--- src/rtl/stce_pkg.sv ---
// Shared constants and types for the sparse triangle count engine.
// Depends on nothing; stce_ctrl, stce_datapath and the top level import it.
`default_nettype none

package stce_pkg;

   localparam int MAX_VERTICES = 1024;
   localparam int MAX_ENTRIES  = 8192;

   // Field widths of the request and response words.
   localparam int OP_W    = 2;
   localparam int SLOT_W  = 14;
   localparam int VALUE_W = 14;
   localparam int COL_W   = 10;
   localparam int COUNT_W = 10;
   localparam int POS_W   = 13;
   localparam int TOTAL_W = 14;

   // Derived storage widths.
   localparam int PTR_DEPTH = MAX_VERTICES + 1;
   localparam int PTR_AW    = $clog2(PTR_DEPTH);
   localparam int VERT_W    = $clog2(MAX_VERTICES);
   localparam int ENTRY_AW  = $clog2(MAX_ENTRIES);
   localparam int PTR_W     = VALUE_W;
   localparam int ID_W      = VALUE_W;

   localparam logic [COUNT_W-1:0] COUNT_MAX = {COUNT_W{1'b1}};

   localparam logic [OP_W-1:0] OP_WRITE_PTR = 2'd0;
   localparam logic [OP_W-1:0] OP_WRITE_NBR = 2'd1;
   localparam logic [OP_W-1:0] OP_COMPUTE   = 2'd2;

   // Commands from the controller to the datapath.
   typedef struct packed {
      logic write_ptr;
      logic write_nbr;
      logic load;
      logic col_lo;
      logic col_hi;
      logic row_lo;
      logic row_hi;
      logic merge;
      logic publish;
   } ctl_cmd_type;

   // Status from the datapath back to the controller.
   typedef struct packed {
      logic empty;
      logic merge_done;
   } dp_status_type;

endpackage

`default_nettype wire

--- src/rtl/stce_ctrl.sv ---
// Controller for the sparse triangle count engine: request decode and the
// sequencing of pointer fetches, the list merge and the response.
// Depends on stce_pkg.
`default_nettype none

module stce_ctrl
   import stce_pkg::*;
(
   input  wire logic                clock,
   input  wire logic                reset,
   input  wire logic                start,
   input  wire logic [OP_W-1:0]     req_operation,
   input  wire logic [SLOT_W-1:0]   req_slot,
   input  wire dp_status_type       status,
   output logic                     busy,
   output ctl_cmd_type              cmd
);

   typedef enum logic [2:0] {
      ST_IDLE,
      ST_COL_LO,
      ST_COL_HI,
      ST_ROW_LO,
      ST_ROW_HI,
      ST_MERGE,
      ST_FINISH
   } state_type;

   state_type state_ff;
   state_type state_in;
   logic      accept;

   assign accept = start && (state_ff == ST_IDLE);

   always_comb begin
      cmd           = '0;
      cmd.write_ptr = accept && (req_operation == OP_WRITE_PTR)
                      && (req_slot <= SLOT_W'(MAX_VERTICES));
      cmd.write_nbr = accept && (req_operation == OP_WRITE_NBR)
                      && (req_slot < SLOT_W'(MAX_ENTRIES));
      cmd.load      = accept && (req_operation == OP_COMPUTE)
                      && (req_slot < SLOT_W'(MAX_ENTRIES));
      cmd.col_lo    = (state_ff == ST_COL_LO);
      cmd.col_hi    = (state_ff == ST_COL_HI);
      cmd.row_lo    = (state_ff == ST_ROW_LO);
      cmd.row_hi    = (state_ff == ST_ROW_HI);
      cmd.merge     = (state_ff == ST_MERGE);
      cmd.publish   = (state_ff == ST_FINISH);
   end

   always_comb begin
      state_in = state_ff;
      case (state_ff)
         ST_IDLE: begin
            if (cmd.load) begin
               state_in = ST_COL_LO;
            end
         end
         ST_COL_LO: state_in = ST_COL_HI;
         ST_COL_HI: state_in = ST_ROW_LO;
         ST_ROW_LO: state_in = ST_ROW_HI;
         ST_ROW_HI: begin
            state_in = status.empty ? ST_FINISH : ST_MERGE;
         end
         ST_MERGE: begin
            if (status.merge_done) begin
               state_in = ST_FINISH;
            end
         end
         ST_FINISH: state_in = ST_IDLE;
         default:   state_in = ST_IDLE;
      endcase
   end

   always_ff @(posedge clock) begin
      if (reset) begin
         state_ff <= ST_IDLE;
      end else begin
         state_ff <= state_in;
      end
   end

   assign busy = (state_ff != ST_IDLE);

endmodule

`default_nettype wire

--- config.mk ---
export PLATFORM = sky130hd
export DESIGN_NAME = stce_ctrl
export DESIGN_NICKNAME = d
export VERILOG_FILES = /design/src/rtl/stce_pkg.sv /design/src/rtl/stce_ctrl.sv
export SDC_FILE = /design/constraint.sdc
export NUM_CORES = 1
export LEC_CHECK = 0
export CAP_MARGIN = 20
export CORE_AREA = 4 4 41 43
export CTS_BUF_LIST = sky130_fd_sc_hd__clkbuf_4
export DETAILED_ROUTE_END_ITERATION = 7
export DIE_AREA = 0 0 45 47
export DONT_BUFFER_PORTS = 1
export SYNTH_ARGS = -nofsm -noshare
export SYNTH_HDL_FRONTEND = slang
export SYNTH_SLANG_ARGS = --single-unit
--- constraint.sdc ---
create_clock -name clock -period 1.7 [get_ports clock]
set_input_delay 0.34 -clock clock [delete_from_list [all_inputs] [get_ports clock]]
set_output_delay 0.34 -clock clock [all_outputs]
set_load 0.05 [all_outputs]
==> metrics.md <==
| Metric | Value |
|---|---|
| Largest regs | state_ff: 3 flops |
| Final Cycle Share | 1.073 |
| Fin crit period | 1.824 ns |
| Max reg flops | 3 |
| Num ports | 31 |
| CP Launch Type | register |
| Clk sinks | 3 |
| Non-Filler Instances | 65 |
| Initial DRC count | 1 |
| Placed Instances | 60 |
| H-tree Lvls | 1 |
| First-pass GRT wire length | 1124 um |
| Dpl hpwl | 642.5 um |
| Failing checks | negative setup slack |
| Sequential fraction of the synthesis area | 0.2133 |
| Netlist cell types | 22 |
| Initial Util | 0.2163 |
| Total grt overflow | 0 |
| Core area | 0.001301 sq mm |
| Required time of the critical path | approximately 1.4 ns |
| WL/cell | roughly 12 um |
| Detailed-route via count | 309 |
| Final Instance Area | 476.7 sq um |
| Nets | 72 |
| Largest register by flop count | state_ff |
| Instance count of the mapped netlist | 36 |
| CTS tree | yes |
| Critical path type | register to primary output |
| Clock buffer depth | 2 |
| Number of synthesized flops with an enable pin | 0 |
| Worst endpoint data arrival time | 1.48 ns |
| Most common cell after layout, fill and taps aside | buf_4 |
| Register bit count reported by yosys | 3 |
| Met3 Track Usage GR | 0.04215 |
| Final setup vio count | 3 |
| Area fraction of the dominant cell type after synthesis | 0.2133 |
| Share of synthesized registers carrying an async set or reset | 0 |
| Hold Path Class | input port to register |
| Largest cells by area after synthesis | dfxtp_1 (21%), nand3b_1 (8.0%), o41ai_2 (5.8%) |
| Top FF cell, synth | dfxtp_1 |
| Clk slew on worst S/H paths | 0.04 ns |
| Met2 usage | 0.1243 |
| Ant diodes | 0 |
| Outcome | complete, but fails checks |
| Top cell type by total area after synthesis | dfxtp_1 |
| Mapped Avg Cell Area | 7.820 sq um |
| Worst Path Max Fanout | 2 |
| Ratio of cells with drive above 1 in the final layout | 0.5000 |
| Achievable frequency | 548.2 MHz |
| Die extent in x | 45 um |
| LEAKAGE | 0.0002097 uW |
| GRT met1 Usage | 0.07483 |
| Std-Cell Rows | 13 |
| Die area | 0.002115 sq mm |
| Hold buffer count at cts | 0 |
| Placed cell areas | slightly below 400 sq um |
| Antenna-violating nets left | 0 |
| Worst-Skew Late Latency | 0.23 ns |
| Max Cap Viol | 0 |
| Root buffer cell | clkbuf_4 |
| Setup Skew | 0.001513 ns |
| RSZ-0062 raised after global routing | yes |
| Vias in the first global route | 286 |
| P&R area growth vs syn | 69.33% |
| Pin count of the biggest net entering global routing | 9 |
| Syn nets | 57 |
| Slew @ Worst Pin | 0.4164 ns |
| Peak supply drop | ~410 uV |
| Mapped Area | 281.5 sq um |
| Die height | 47 um |
| First drt pass iteration count | 4 |
| Slew margin rel. | 0.7221 |
| DR vias/cell | between 4 and 5 |
| DRC Markers | 0 |
| YS warnings | 0 |
| Commonest non-fill, non-tap cells in the layout | buf_4 (10), nor2_1 (4), clkbuf_4 (4) |
| Slew Viols, Final | 0 |
| Final number of hold-violating endpoints | 0 |
| Cts bufs inserted | 3 |
| # port buffers | 0 |
| Tot Pwr | 416.9 uW |
| Pwr Density | 874.5 mW/mm^2 |
| Final setup margin | -0.1242 ns |
| Crit. End Element | primary output |
| RePlAce Congestion | between 0.6 and 0.7 |
| Routed wire length | 764 um |
| Gr busiest metal | met2 |
| Antenna violations before repair | 0 |
| GRT Overall Usage | 0.07656 |
==> worst max-delay path: stages (launching register included) <==
cell     delay (ns)
dfxtp_1        0.30
or3_4          0.40
buf_4          0.15
buf_12         0.14
nor2b_4        0.12
buf_12         0.14
==> path summary, 6_finish.rpt <==
check | start | end | slack [ns] | cells after the start
worst max-delay path | state_ff[2] | cmd[6] | -0.12 | 5
worst min-delay path | reset | state_ff[0] | 0.18 | 1
worst max register to register | state_ff[1] | state_ff[0] | 0.71 | 4
worst min register to register | state_ff[0] | state_ff[2] | 0.66 | 3
==> area by class of cell <==
type                    count  area, sq um
clock buffers               4        30.03
inverters                   2        7.507
fillers                   138        824.5
multi-input cells          29        245.2
flip-flops and latches      3        60.06
repair buffers             12        115.1
well taps                  15        18.77
==> report_power, final <==
part           internal [uW]  switching (uW)
sequential              77.9            3.40
combinational           88.8             109
clock                    104            34.5
total                    270             146
==> what timing repair did <==
action                     CTS  global route
gates resized for setup      4             3
buffers inserted             0             1
gates cloned                 0             0
setup endpoints to repair    3             3
pin swaps                    2             1
==> per-layer routing <==
| layer | share of wire | routed length, um |
|---|---|---|
| met5 | 0 | 0 |
| met2 | 0.50 | 384 |
| met3 | 0.13 | 100 |
| met1 | 0.36 | 278 |
| met4 | 0 | 0 |
==> kinds of logic after synthesis <==
group                  Yosys count  share of synthesized area
flip-flops                       3                     0.2133
AO/OA/AOI/OAI                    6                     0.1644
AND/OR/NAND/NOR                 22                     0.5333
XOR/XNOR                         1                    0.03112
buffers and inverters            4                    0.05776
==> metrics by stage <==
step | utilization | hold slack, ns | TNS (ns) | worst slack [ns]
after detailed placement | 0.3058 | 0.4146 | -0.1945 | -0.1945
after global routing | 0.3663 | 0.1577 | -0.5179 | -0.1917
after global placement | 0.3058 | 0.4147 | -0.1707 | -0.1707
final | 0.3663 | 0.1758 | -0.3240 | -0.1242
after CTS | 0.3510 | 0.1675 | -0.3153 | -0.1448
after floorplan | - | 0.4091 | -0.1781 | -0.1431
==> synth_stat cells, types with 2 or more instances <==
cell	number
and2_1	2
inv_1	2
nand3b_1	3
nand2b_1	2
nor2_1	4
a21oi_1	3
nor3_1	2
and3_1	2
dfxtp_1	3
Note: power is estimated with default switching activity, not from simulation.
